[config.mk]
export PLATFORM = sky130hd
export DESIGN_NAME = greedy_line_wrap
export DESIGN_NICKNAME = d
export VERILOG_FILES = /design/src/design/glw_pkg.sv /design/src/design/glw_char_mem.sv /design/src/design/glw_acc_unit.sv /design/src/design/glw_seq.sv /design/src/design/greedy_line_wrap.sv
export SDC_FILE = /design/constraint.sdc
export NUM_CORES = 1
export LEC_CHECK = 0
export BUFFER_PORTS_ARGS = -buffer_cell sky130_fd_sc_hd__buf_2
export CAP_MARGIN = 40
export CORE_ASPECT_RATIO = 0.75
export CORE_UTILIZATION = 55
export DETAILED_ROUTE_END_ITERATION = 8
export HOLD_SLACK_MARGIN = 0.08
export PLACE_DENSITY_LB_ADDON = 0.3
export SYNTH_ARGS = -nofsm -noshare
export SYNTH_HDL_FRONTEND = slang
export SYNTH_HIERARCHICAL = 1
export SYNTH_SLANG_ARGS = --single-unit
[constraint.sdc]
create_clock -name clk -period 5.5 [get_ports clk]
set_input_delay 0.55 -clock clk [delete_from_list [all_inputs] [get_ports clk]]
set_output_delay 0.55 -clock clk [all_outputs]
set_load 0.01 [all_outputs]
[src/design/glw_pkg.sv]
// ----------------------------------------------------------------------------
// glw_pkg
// Types, codes and constants shared by the greedy line wrap block.
// ----------------------------------------------------------------------------
package glw_pkg;

  localparam int DEF_MAX_CHARS = 64;

  localparam int CW_W     = 12;  // char width, Q8.4
  localparam int LW_W     = 12;  // line width, whole pixels
  localparam int TGT_W    = 16;  // line width in Q12.4
  localparam int LSTART_W = 6;
  localparam int LLEN_W   = 7;
  localparam int CFG_IDX_W = 1;

  localparam logic [CFG_IDX_W-1:0] REG_LINE_WIDTH = 1'b0;
  localparam logic [CFG_IDX_W-1:0] REG_SPLIT_SYM  = 1'b1;

  localparam logic [LW_W-1:0] LINE_WIDTH_RST = 12'd320;

  localparam logic [1:0] CLS_ALLOWED  = 2'd1;
  localparam logic [1:0] CLS_REQUIRED = 2'd2;

  typedef struct packed {
    logic [CW_W-1:0] char_width;
    logic [1:0]      break_class;
    logic            is_space;
    logic            is_newline;
    logic            last_char;
  } in_item_t;

  typedef struct packed {
    logic [LSTART_W-1:0] line_start;
    logic [LLEN_W-1:0]   line_length;
    logic                last_line;
  } out_item_t;

  typedef struct packed {
    logic            is_newline;
    logic            is_space;
    logic [1:0]      break_class;
    logic [CW_W-1:0] char_width;
  } char_ent_t;

  typedef enum logic [1:0] {
    ST_IDLE,
    ST_READ,
    ST_EVAL,
    ST_EMIT
  } glw_state_t;

endpackage

[src/design/glw_char_mem.sv]
// ----------------------------------------------------------------------------
// glw_char_mem
// Character store: one write port, one registered read port.
// ----------------------------------------------------------------------------
module glw_char_mem
  import glw_pkg::*;
#(
  parameter int MAX_CHARS = DEF_MAX_CHARS,
  parameter int AW        = $clog2(MAX_CHARS)
) (
  input  logic          clk,
  input  logic          we,
  input  logic [AW-1:0] waddr,
  input  char_ent_t     wdata,
  input  logic [AW-1:0] raddr,
  output char_ent_t     rdata_r
);

  char_ent_t mem [MAX_CHARS];

  always_ff @(posedge clk) begin
    if (we) begin
      mem[waddr] <= wdata;
    end
    rdata_r <= mem[raddr];
  end

endmodule

[src/design/glw_acc_unit.sv]
// ----------------------------------------------------------------------------
// glw_acc_unit
// Shared accumulate-and-compare unit: running width plus one character,
// checked against the line target.
// ----------------------------------------------------------------------------
module glw_acc_unit
  import glw_pkg::*;
#(
  parameter int ACC_W = 18
) (
  input  logic [ACC_W-1:0] acc,
  input  logic [CW_W-1:0]  char_width,
  input  logic [TGT_W-1:0] target,
  output logic [ACC_W-1:0] sum,
  output logic             over
);

  localparam int CMP_W = (ACC_W > TGT_W) ? ACC_W : TGT_W;

  assign sum  = acc + ACC_W'(char_width);
  assign over = CMP_W'(sum) > CMP_W'(target);

endmodule

[src/design/glw_seq.sv]
// ----------------------------------------------------------------------------
// glw_seq
// Load and layout sequencer: stores characters, scans each line in word or
// symbol mode through the shared accumulate unit, registers line results.
// ----------------------------------------------------------------------------
module glw_seq
  import glw_pkg::*;
#(
  parameter int MAX_CHARS = DEF_MAX_CHARS,
  parameter int AW        = $clog2(MAX_CHARS),
  parameter int CW        = $clog2(MAX_CHARS + 1),
  parameter int ACC_W     = $clog2(MAX_CHARS) + CW_W
) (
  input  logic             clk,
  input  logic             rst_n,
  input  logic             split_sym,
  input  logic             in_valid,
  output logic             in_ready,
  input  in_item_t         in_data,
  output logic             out_valid,
  input  logic             out_ready,
  output out_item_t        out_data,
  output logic             mem_we,
  output logic [AW-1:0]    mem_waddr,
  output char_ent_t        mem_wdata,
  output logic [AW-1:0]    mem_raddr,
  input  char_ent_t        mem_rdata,
  output logic [ACC_W-1:0] acc_op,
  input  logic [ACC_W-1:0] acc_sum,
  input  logic             acc_over
);

  glw_state_t       state_r, state_nxt;
  logic [CW-1:0]    cnt_r, cnt_nxt;
  logic [AW-1:0]    pos_r, pos_nxt;
  logic [AW-1:0]    off_r, off_nxt;
  logic [AW-1:0]    brk_r, brk_nxt;
  logic             have_brk_r, have_brk_nxt;
  logic             sym_r, sym_nxt;
  logic [ACC_W-1:0] acc_r, acc_nxt;
  logic [CW-1:0]    len_r, len_nxt;
  logic             out_valid_r, out_valid_nxt;
  out_item_t        out_data_r, out_data_nxt;

  logic          in_acc;
  logic          last_pos;
  logic [CW-1:0] pos_len, brk_len, cut_len, end_pos;
  logic          line_done;
  logic          out_free;
  logic          text_end;
  logic          word_fit;

  assign in_ready = (state_r == ST_IDLE);
  assign in_acc   = in_valid && in_ready;
  assign last_pos = (CW'(pos_r) + 1'b1) == cnt_r;
  assign pos_len  = CW'(pos_r) - CW'(off_r) + 1'b1;
  assign brk_len  = CW'(brk_r) - CW'(off_r) + 1'b1;
  assign cut_len  = CW'(pos_r) - CW'(off_r);
  assign end_pos  = CW'(off_r) + len_r;
  assign text_end = end_pos >= cnt_r;
  assign out_free = !out_valid_r || out_ready;
  assign word_fit = !acc_over || mem_rdata.is_space;

  assign acc_op    = acc_r;
  assign mem_raddr = pos_r;
  assign mem_waddr = cnt_r[AW-1:0];
  assign mem_wdata = '{is_newline:  in_data.is_newline,
                       is_space:    in_data.is_space,
                       break_class: in_data.break_class,
                       char_width:  in_data.char_width};

  // line end decision in EVAL
  always_comb begin
    line_done = 1'b0;
    if (!sym_r) begin
      if (word_fit) begin
        line_done = (mem_rdata.break_class == CLS_REQUIRED);
      end else begin
        line_done = have_brk_r;
      end
    end else begin
      line_done = mem_rdata.is_newline || ((acc_r != '0) && acc_over) || last_pos;
    end
  end

  // next state
  always_comb begin
    state_nxt = state_r;
    case (state_r)
      ST_IDLE: begin
        if (in_acc && in_data.last_char) begin
          state_nxt = ST_READ;
        end
      end
      ST_READ: state_nxt = ST_EVAL;
      ST_EVAL: begin
        state_nxt = line_done ? ST_EMIT : ST_READ;
      end
      ST_EMIT: begin
        if (out_free) begin
          state_nxt = text_end ? ST_IDLE : ST_READ;
        end
      end
      default: state_nxt = ST_IDLE;
    endcase
  end

  // outputs and datapath
  always_comb begin
    mem_we        = 1'b0;
    cnt_nxt       = cnt_r;
    pos_nxt       = pos_r;
    off_nxt       = off_r;
    brk_nxt       = brk_r;
    have_brk_nxt  = have_brk_r;
    sym_nxt       = sym_r;
    acc_nxt       = acc_r;
    len_nxt       = len_r;
    out_valid_nxt = out_valid_r && !out_ready;
    out_data_nxt  = out_data_r;
    case (state_r)
      ST_IDLE: begin
        if (in_acc) begin
          if (cnt_r < CW'(MAX_CHARS)) begin
            mem_we  = 1'b1;
            cnt_nxt = cnt_r + 1'b1;
          end
          off_nxt      = '0;
          pos_nxt      = '0;
          acc_nxt      = '0;
          have_brk_nxt = 1'b0;
          sym_nxt      = split_sym;
        end
      end
      ST_READ: begin
      end
      ST_EVAL: begin
        if (!sym_r) begin
          if (word_fit) begin
            if (mem_rdata.break_class == CLS_REQUIRED) begin
              len_nxt = pos_len;
            end else begin
              if (mem_rdata.break_class == CLS_ALLOWED) begin
                brk_nxt      = pos_r;
                have_brk_nxt = 1'b1;
              end
              if (last_pos) begin
                sym_nxt = 1'b1;
                pos_nxt = off_r;
                acc_nxt = '0;
              end else begin
                pos_nxt = pos_r + 1'b1;
                acc_nxt = acc_sum;
              end
            end
          end else if (have_brk_r) begin
            len_nxt = brk_len;
          end else begin
            sym_nxt = 1'b1;
            pos_nxt = off_r;
            acc_nxt = '0;
          end
        end else begin
          if (mem_rdata.is_newline) begin
            len_nxt = pos_len;
          end else if ((acc_r != '0) && acc_over) begin
            len_nxt = cut_len;
          end else begin
            acc_nxt = acc_sum;
            if (last_pos) begin
              len_nxt = pos_len;
            end else begin
              pos_nxt = pos_r + 1'b1;
            end
          end
        end
      end
      ST_EMIT: begin
        if (out_free) begin
          out_valid_nxt = 1'b1;
          out_data_nxt  = '{line_start:  LSTART_W'(off_r),
                            line_length: LLEN_W'(len_r),
                            last_line:   text_end};
          if (text_end) begin
            cnt_nxt = '0;
          end else begin
            off_nxt      = end_pos[AW-1:0];
            pos_nxt      = end_pos[AW-1:0];
            acc_nxt      = '0;
            have_brk_nxt = 1'b0;
            sym_nxt      = split_sym;
          end
        end
      end
      default: begin
      end
    endcase
  end

  always_ff @(posedge clk) begin
    if (!rst_n) begin
      state_r     <= ST_IDLE;
      cnt_r       <= '0;
      out_valid_r <= 1'b0;
    end else begin
      state_r     <= state_nxt;
      cnt_r       <= cnt_nxt;
      out_valid_r <= out_valid_nxt;
    end
  end

  always_ff @(posedge clk) begin
    pos_r      <= pos_nxt;
    off_r      <= off_nxt;
    brk_r      <= brk_nxt;
    have_brk_r <= have_brk_nxt;
    sym_r      <= sym_nxt;
    acc_r      <= acc_nxt;
    len_r      <= len_nxt;
    out_data_r <= out_data_nxt;
  end

  assign out_valid = out_valid_r;
  assign out_data  = out_data_r;

endmodule

[src/design/greedy_line_wrap.sv]
// ----------------------------------------------------------------------------
// greedy_line_wrap
// Greedy line breaking of a short text into line spans.
// ----------------------------------------------------------------------------
// Usage: characters arrive on in_valid/in_ready/in_data, one transaction per
// cycle while loading. The transaction with last_char set starts the layout;
// in_ready stays low until the last line span has been handed to the output
// register. Line spans leave on out_valid/out_ready/out_data in text order,
// last_line set on the final one. Characters beyond MAX_CHARS are dropped.
// Layout steps: each store read (READ) is followed by one pass through the
// shared accumulate/compare unit (EVAL), and each line ends by loading the
// output register (EMIT). Word mode that falls back to symbol mode reads the
// line again from its start, and characters read past a split are read again
// for the next line.
// The output register lets the next line be scanned while a span waits; a
// stalled receiver holds the sequencer only when a second span is ready.
// Config writes (cfg_we, cfg_index, cfg_wdata) take effect next cycle and
// belong between texts. Reset restores line_width 320, word mode, and an
// empty store; the store contents need no clearing.
// ----------------------------------------------------------------------------
module greedy_line_wrap
  import glw_pkg::*;
#(
  parameter int MAX_CHARS = DEF_MAX_CHARS
) (
  input  logic                 clk,
  input  logic                 rst_n,
  input  logic                 in_valid,
  output logic                 in_ready,
  input  in_item_t             in_data,
  output logic                 out_valid,
  input  logic                 out_ready,
  output out_item_t            out_data,
  input  logic                 cfg_we,
  input  logic [CFG_IDX_W-1:0] cfg_index,
  input  logic [LW_W-1:0]      cfg_wdata
);

  localparam int AW    = $clog2(MAX_CHARS);
  localparam int CW    = $clog2(MAX_CHARS + 1);
  localparam int ACC_W = $clog2(MAX_CHARS) + CW_W;

  logic [LW_W-1:0]  line_width_r, line_width_nxt;
  logic             split_sym_r, split_sym_nxt;
  logic [TGT_W-1:0] target;

  logic             mem_we;
  logic [AW-1:0]    mem_waddr, mem_raddr;
  char_ent_t        mem_wdata, mem_rdata;
  logic [ACC_W-1:0] acc_op, acc_sum;
  logic             acc_over;

  always_comb begin
    line_width_nxt = line_width_r;
    split_sym_nxt  = split_sym_r;
    if (cfg_we) begin
      case (cfg_index)
        REG_LINE_WIDTH: line_width_nxt = cfg_wdata;
        REG_SPLIT_SYM:  split_sym_nxt  = cfg_wdata[0];
        default: begin
        end
      endcase
    end
  end

  always_ff @(posedge clk) begin
    if (!rst_n) begin
      line_width_r <= LINE_WIDTH_RST;
      split_sym_r  <= 1'b0;
    end else begin
      line_width_r <= line_width_nxt;
      split_sym_r  <= split_sym_nxt;
    end
  end

  assign target = {line_width_r, 4'b0000};

  glw_char_mem #(
    .MAX_CHARS (MAX_CHARS),
    .AW        (AW)
  ) u_mem (
    .clk     (clk),
    .we      (mem_we),
    .waddr   (mem_waddr),
    .wdata   (mem_wdata),
    .raddr   (mem_raddr),
    .rdata_r (mem_rdata)
  );

  glw_acc_unit #(
    .ACC_W (ACC_W)
  ) u_acc (
    .acc        (acc_op),
    .char_width (mem_rdata.char_width),
    .target     (target),
    .sum        (acc_sum),
    .over       (acc_over)
  );

  glw_seq #(
    .MAX_CHARS (MAX_CHARS),
    .AW        (AW),
    .CW        (CW),
    .ACC_W     (ACC_W)
  ) u_seq (
    .clk       (clk),
    .rst_n     (rst_n),
    .split_sym (split_sym_r),
    .in_valid  (in_valid),
    .in_ready  (in_ready),
    .in_data   (in_data),
    .out_valid (out_valid),
    .out_ready (out_ready),
    .out_data  (out_data),
    .mem_we    (mem_we),
    .mem_waddr (mem_waddr),
    .mem_wdata (mem_wdata),
    .mem_raddr (mem_raddr),
    .mem_rdata (mem_rdata),
    .acc_op    (acc_op),
    .acc_sum   (acc_sum),
    .acc_over  (acc_over)
  );

endmodule

==> Word level (Yosys, flattened, before mapping) <==
Memories as Yosys holds them, arrays and structs flattened. A register that Yosys moved wholly into a read port is not among the register bits.
Cells that the tools add are included.
{ "word_totals": {"latchBits": 0, "n_memories": 1, "in_bits": 35, "regBits": 82, "word_cells": 149, "mem_bits_ro": 0, "ram_bits": 1024} }
{ "classes": {"shifts": 0, "n_eq_ne": 23, "reduce_logical": 28, "n_mux": 67, "bitwise_logic": 3, "n_lt_le_gt_ge": 3, "div": 0, "mul": 0, "add_sub_neg": 9} }
{ "memory_table": {"columns": ["memory", "depth", "width", "read_ports", "rd_ports_with_merged_regs", "wr", "line", "text"], "rows": [
  ["u_mem.mem", 64, 16, 1, 1, 1, "glw_char_mem.sv:19", "char_ent_t mem [MAX_CHARS];"]
]} }
{ "ops": {"columns": ["operator", "n"], "rows": [
  ["18-bit two-way mux", 10],
  ["7-bit two-way mux", 11],
  ["6-bit two-way mux", 11],
  ["18-bit case mux with 3 select lines", 1],
  ["1-bit two-way mux", 25],
  ["7-bit by 1-bit adder with 7-bit output (second input constant)", 3],
  ["18-bit by 12-bit adder with 18-bit output", 1],
  ["18-bit by 16-bit greater-than comparator with 1-bit output", 1],
  ["6-bit case mux with 3 select lines", 1],
  ["18-bit nonzero test", 1],
  ["8-bit AND reduction", 2],
  ["7-bit case mux with 2 select lines", 1],
  ["6-bit by 6-bit subtractor with 7-bit output", 2],
  ["2-bit inequality test (second input constant)", 6],
  ["6-bit case mux with 2 select lines", 1],
  ["4-bit AND reduction", 3],
  ["5-bit AND reduction", 2],
  ["3-bit inequality test (second input constant)", 3],
  ["9-bit AND reduction", 1],
  ["2-bit by 1-bit inequality test with 1-bit output (second input constant)", 4],
  ["4-bit inequality test (second input constant)", 2],
  ["2-bit case mux with 4 select lines", 1],
  ["2-bit AND reduction", 4],
  ["6-bit by 1-bit adder with 7-bit output (second input constant)", 1],
  ["18 further kinds", 35]
]} }

==> Depth between registers and ports, before layout <==
{ "depth": {"depth_word": 8, "ltp_mapped": 23, "ltp_nobuf": 23} }

==> Modules after synthesis <==
The synthesis kept the hierarchy.
{ "by_module_without_submodules": {"columns": ["module", "area_per_inst_um2", "cells_each", "seq_area_each_um2", "instances"], "rows": [
  ["glw_char_mem", 40075.9, 1835, 31069.8, 1],
  ["glw_seq", 4365.4, 420, 1971.9, 1],
  ["glw_acc_unit", 1169.9, 164, 0.0, 1],
  ["greedy_line_wrap", 538.0, 57, 260.2, 1]
]} }

==> Least setup slack after synthesis <==
Ideal clock, no wire load.
{ "synth_path": {"path_type": "register to register", "from": "register u_seq.acc_r[0], in the netlist u_seq/acc_op[0]", "to": "register u_seq.acc_r[0], in the netlist u_seq/acc_op[0], enable pin", "path_stages_with_launch": 18, "path_buffers": 0, "path_slack_ns": 0.826, "setup_time_ns": 0.399, "synth_period_minus_slack_ns": 4.674, "arrival_time_ns": 4.275, "cell_sequence": "edfxtp_1 > ha_1 > inv_1 > fa_1 > nor2b_4 > o31ai_4 > a211oi_1 > o21ai_1 > nand3_1 > o311ai_1 > ha_1 > nand4_1 > or2_2 > o32ai_1 > o22ai_1 > nor2b_1 > or3_4 > a21oi_1"} }
{ "synth_between": {"elab_chain_len": 6, "elab_cells_between_ends": 10, "cone_classes": "add/sub (1); order compare (1); eq/ne (3); reduce/logical (5)"} }
{ "synth_rtl": {"columns": ["item", "line", "text"], "rows": [
  ["start, declared", "glw_seq.sv:40", "logic [ACC_W-1:0] acc_r, acc_nxt;"],
  ["start signal, assigned", "glw_seq.sv:218", "acc_r <= acc_nxt;"],
  ["18-bit by 12-bit adder with 18-bit output (*)", "glw_acc_unit.sv:20", "assign sum = acc + ACC_W'(char_width);"],
  ["net acc_sum[10]", "greedy_line_wrap.sv:50", "logic [ACC_W-1:0] acc_op, acc_sum;"],
  ["18-bit by 16-bit greater-than comparator with 1-bit output (*)", "glw_acc_unit.sv:21", "assign over = CMP_W'(sum) > CMP_W'(target);"],
  ["net acc_over", "greedy_line_wrap.sv:51", "logic acc_over;"],
  ["1-bit zero test", "glw_seq.sv:62", "assign word_fit = !acc_over || mem_rdata.is_space;"],
  ["1-bit logical OR", "glw_seq.sv:62", null],
  ["4-bit inequality test (no line) / 4-bit by 3-bit inequality test with 1-bit output (equally long branches)", null, null],
  ["8-bit AND reduction (no line) (*)", null, null]
]} }
The timed path passes the listed nets; every way through them passes the cells marked *.
A chain may end at the register's enable or synchronous reset.

==> Worst setup path after layout <==
{ "layout_path": {"from": "register u_seq.acc_r[0], in the netlist u_seq/acc_op[0]", "to": "register u_seq.pos_r[1], in the netlist u_seq/mem_raddr[1] (data pin)"} }
{ "layout_between": {"elab_chain_len": 7} }
{ "layout_rtl": {"columns": ["item", "line", "text"], "rows": [
  ["18-bit by 12-bit adder with 18-bit output", "glw_acc_unit.sv:20", null],
  ["net acc_sum[10]", "greedy_line_wrap.sv:50", null],
  ["18-bit by 16-bit greater-than comparator with 1-bit output", "glw_acc_unit.sv:21", null],
  ["net acc_over", "greedy_line_wrap.sv:51", null],
  ["1-bit zero test", "glw_seq.sv:62", null],
  ["1-bit logical OR", "glw_seq.sv:62", null],
  ["6-bit two-way mux", "glw_seq.sv:139", "if (word_fit) begin"],
  ["6-bit two-way mux", "glw_seq.sv:138", "if (!sym_r) begin"],
  ["6-bit case mux with 3 select lines", "glw_seq.sv:121", "case (state_r)"],
  ["net u_seq.pos_nxt[1]", "glw_seq.sv:35", "logic [AW-1:0] pos_r, pos_nxt;"],
  ["end signal, assigned", "glw_seq.sv:213", "pos_r <= pos_nxt;"],
  ["end, declared", "glw_seq.sv:35", null]
]} }
The timed path passes the listed nets, and every way through them passes these cells.

==> results.cfg <==
[critical_path]
timing.rr.start = u_seq/acc_op[0]
crit_chain = ha_1, inv_1, fa_1, nor2b_4, o31ai_4, a211oi_1, o21ai_1, o311ai_1, ha_1, nand4_1, or2_2, o32ai_1, o22ai_1, nor2b_1, buf_4, nand2_1, o31a_1, buf_4, nand3_1, o311ai_1
path_buf_inv = 3
path_max_fanout = 23
crit_arrival_ns = 5.52
slowest_delay_ns = 0.49
rr_endpoint = u_seq/mem_raddr[1]
cp_top_family = compound AO/OA/AOI/OAI gates
cpMaxStageDelayCell = o311ai_1
required_ns = 5.91
reg2regPathDepth = 20
crit_type = register to register
r2r_setup_slack_ns = 0.39
start_kind = register
worst_setup_path_end_kind = register

[timing]
holdWs_ns = 0.151
worstMarginPinSlew_ns = 0.986
slew_viol_final = 0
clock_skew_ns = 0.0437
rsz0062_at_grt = no
tns_ns = 0
finalSetupViolCount = 0
clock.fmax_mhz = 196
slew_headroom_pct = 34.3
fin_crit_ns = 5.11
fin_crit_sh_pct = 92.8
finalHoldViolations = 0

[synth]
synth_edf_count = 1083
async_reset_ff_share_pct = 0
yosys_warnings = 6
netlist.area_leader.share_pct = 70.5
synthCells = 2476
yosys.area.top_type = edfxtp_1
ys.flop_type = edfxtp_1
postSynthAreaPerCell_um2 = 18.6
yosysSeqAreaShare_pct = 72.2
synth_area_um2 = 46100
synth_cell_types = 79
synth-seq-cells = 1122
synth_area_leaders = edfxtp_1 (70%), mux4_2 (11%), mux2i_1 (2.2%)

[status]
run_status = complete, no violations

[pwr]
switching_power_mw = 7.98
p_leak_nw = 16.8
p_per_area_nw_per_um2 = 482
p_seq_share_pct = 40.1
switching_share_pct = 32.1
ir_drop_mv = 0.462
p_clk_share_pct = 28.6
p_int_mw = 16.9
p_comb_share_pct = 31.4

[global_routing]
grt_max_degree = 84
grt_pass1_wl_mm = 160
grt_util_all_layers_pct = 25.9
antenna_found_initial = 6
grt_overflow_total = 0
grt_pass1_vias = 24151

[place]
portBuffers = 50
post-dp-hpwl_mm = 67.6
place_area_um2 = 48200
gp_congestion = 0.863

[floorplanning]
die-area_um2 = 85100
die_y_um = 253
core-area_um2 = 82700
initial_core_util_pct = 55.8
pin_count = 51
rows = 91
die_x_um = 336

[layout]
fin_nets = 2725
num-fill-cells = 5726
drive_gt1_share_pct = 23.1
insertedDiodeCount = 0
stdcell_area_um2 = 51600
area_growth_pct = 11.8

[route]
drt_iter0_drc = 3184
avgRoutedWirePerCell_um = 28.3
dr.pass1.iters = 5
drc = 0
wl_mm = 108
dr_total_vias = 24500
avgViaCountPerCell = 6.41
antenna_left = 0

[cts]
clock_latency_ns = 0.68
cts_buffer_depth = 3
h-tree-depth = 3
clkSinkCount = 1122
cts-root-buf = clkbuf_16
cts_tree = yes
clk_pin_slew_ns = 0.06
postCtsSetupRepairBufs = 0
cts-buffers-inserted = 102

[run]
max-cap-violations = 0

[worst_hold_path]
holdPathEnd = line_width_r[4]
worstHoldStart = cfg_wdata[4]
worstHoldPathCells = 3
hold_class = primary input to register
[routing by layer]
| layer | routed length, µm | part of all wire (%) | global-route usage [%] | vias to the layer above |
|---|---|---|---|---|
| li1 | - | - | - | 10284 |
| met2 | 48900 | 45 | 38.6 | 1356 |
| met1 | 45700 | 42 | 39.3 | 12691 |
| met3 | 11100 | 10 | 4.89 | 167 |
| met4 | 2580 | 2.4 | 7.08 | 2 |
| met5 | 20 | 0.018 | 0 | - |
[kinds of logic (layout without fill, tap and decap cells)]
group	after synthesis	after routing	synth area share, %
compound gates	266	266	4.12
xor+xnor	40	40	0.775
fa+ha+maj	69	69	1.94
buf+inv	211	439	2.68
flops	1122	1122	72.2
mux	351	351	13.8
other cells	1	4	0.00813
simple gates	416	416	4.51
[layout make-up]
| type | instances | area (µm²) | area share [%] |
|---|---|---|---|
| Sequential cell | 1122 | 33300 | 64.6 |
| Multi-Input combinational cell | 1146 | 11700 | 22.7 |
| Clock buffer | 123 | 2670 | 5.18 |
| Timing Repair Buffer | 183 | 1570 | 3.04 |
| Tap cell | 1116 | 1400 | 2.71 |
| Clock inverter | 67 | 662 | 1.28 |
| Inverter | 66 | 248 | 0.480 |
[worst max-delay path by stage]
stage / from / to / depth (start not counted)
3_5_place_dp: u_seq/acc_op[0] / u_seq/acc_op[0] / 21
3_3_place_gp: u_seq/acc_op[0] / u_seq/acc_op[0] / 21
6_report: u_seq/acc_op[0] / u_seq/mem_raddr[1] / 20
5_1_grt: u_seq/acc_op[0] / u_seq/mem_raddr[4] / 20
4_1_cts: u_seq/acc_op[0] / u_seq/acc_op[2] / 21
2_1_floorplan: u_seq/acc_op[0] / u_seq/acc_op[0] / 17
[power groups by stage]
stage	clock (mW)	sequential (mW)	combinational, mW
finish	7.10	9.96	7.79
global route	7.48	9.99	8.34
CTS	7.19	9.96	7.71
detailed placement	0	10.1	7.65
global placement	0	10.2	7.33
floorplan	0	10.0	5.45
[stage by stage]
step / utilization, % / setup WS, ns / cells / power [mW]
2_1_floorplan: - / 0.826 / 2479 / 15.5
3_3_place_gp: 57.8 / 0.541 / 3598 / 17.5
3_5_place_dp: 58.3 / 0.402 / 3630 / 17.8
4_1_cts: 62.4 / 0.394 / 3821 / 24.9
5_1_grt: 62.4 / 0.0808 / 3823 / 25.8
6_report: 62.4 / 0.395 / 3823 / 24.9
[Yosys cell counts, types with 7 or more instances]
cell         n
a211o_1     12
a211oi_1    15
a21o_1      14
a21oi_1     57
a221oi_1    17
a22o_1       7
a22oi_1     40
a311oi_1    10
a31oi_1     15
and2_1       9
and3_1      24
and4_1       9
buf_12       8
buf_2       40
buf_4       34
buf_6       17
clkbuf_1    39
dfxtp_1     39
edfxtp_1  1083
ha_1        65
inv_1       64
mux2_2      27
mux2i_1    100
mux4_2     218
nand2_1    112
nand3_1     44
nand4_1     20
nor2_1     103
nor2b_1     36
nor3_1      21
o21ai_0     20
o21ai_1      8
xnor2_1     31
xor2_1       8
[sequential cells by signal, summed over array words and instances (netlist names)]
register,count
line_width_r,12
split_sym_r,1
u_mem/mem,1024
u_mem/rdata_r,16
u_seq/acc_op,18
u_seq/brk_r,6
u_seq/cnt_r,7
u_seq/have_brk_r,1
u_seq/len_r,7
u_seq/mem_raddr,6
u_seq/off_r,6
u_seq/out_data,14
u_seq/out_valid,1
u_seq/state_r,2
u_seq/sym_r,1
[worst min-delay path: stages]
cell,delay [ns]
buf_2,0.09
nand2_1,0.04
mux2i_1,0.06
[cell usage in the layout (no fill, tap or decap), types with 15 or more instances in the layout]
master and instances:
edfxtp_1 1083, mux4_2 218, nand2_1 112, clkbuf_16 103
mux2i_1 100, buf_4 93, nor2_1 87, ha_1 65
inv_1 64, a21oi_1 57, buf_2 55, nand3_1 44
a22oi_1 40, dfxtp_1 39, nor2b_1 35, xnor2_1 31
clkinv_1 28, mux2_2 27, and3_1 24, clkinv_2 20
o21ai_0 20, nand4_1 20, clkbuf_1 18, buf_8 18
nor2_2 17, a221oi_1 17, a31oi_1 15, a211oi_1 15
[what timing repair did]
item | in CTS | in global routing
hold endpoints to repair | 4 | 0
endpoints found under the setup margin | 0 | 24
gates resized for setup | 0 | 1
hold buffers | 1 | 0
Note: power is estimated with default switching activity, not from simulation.
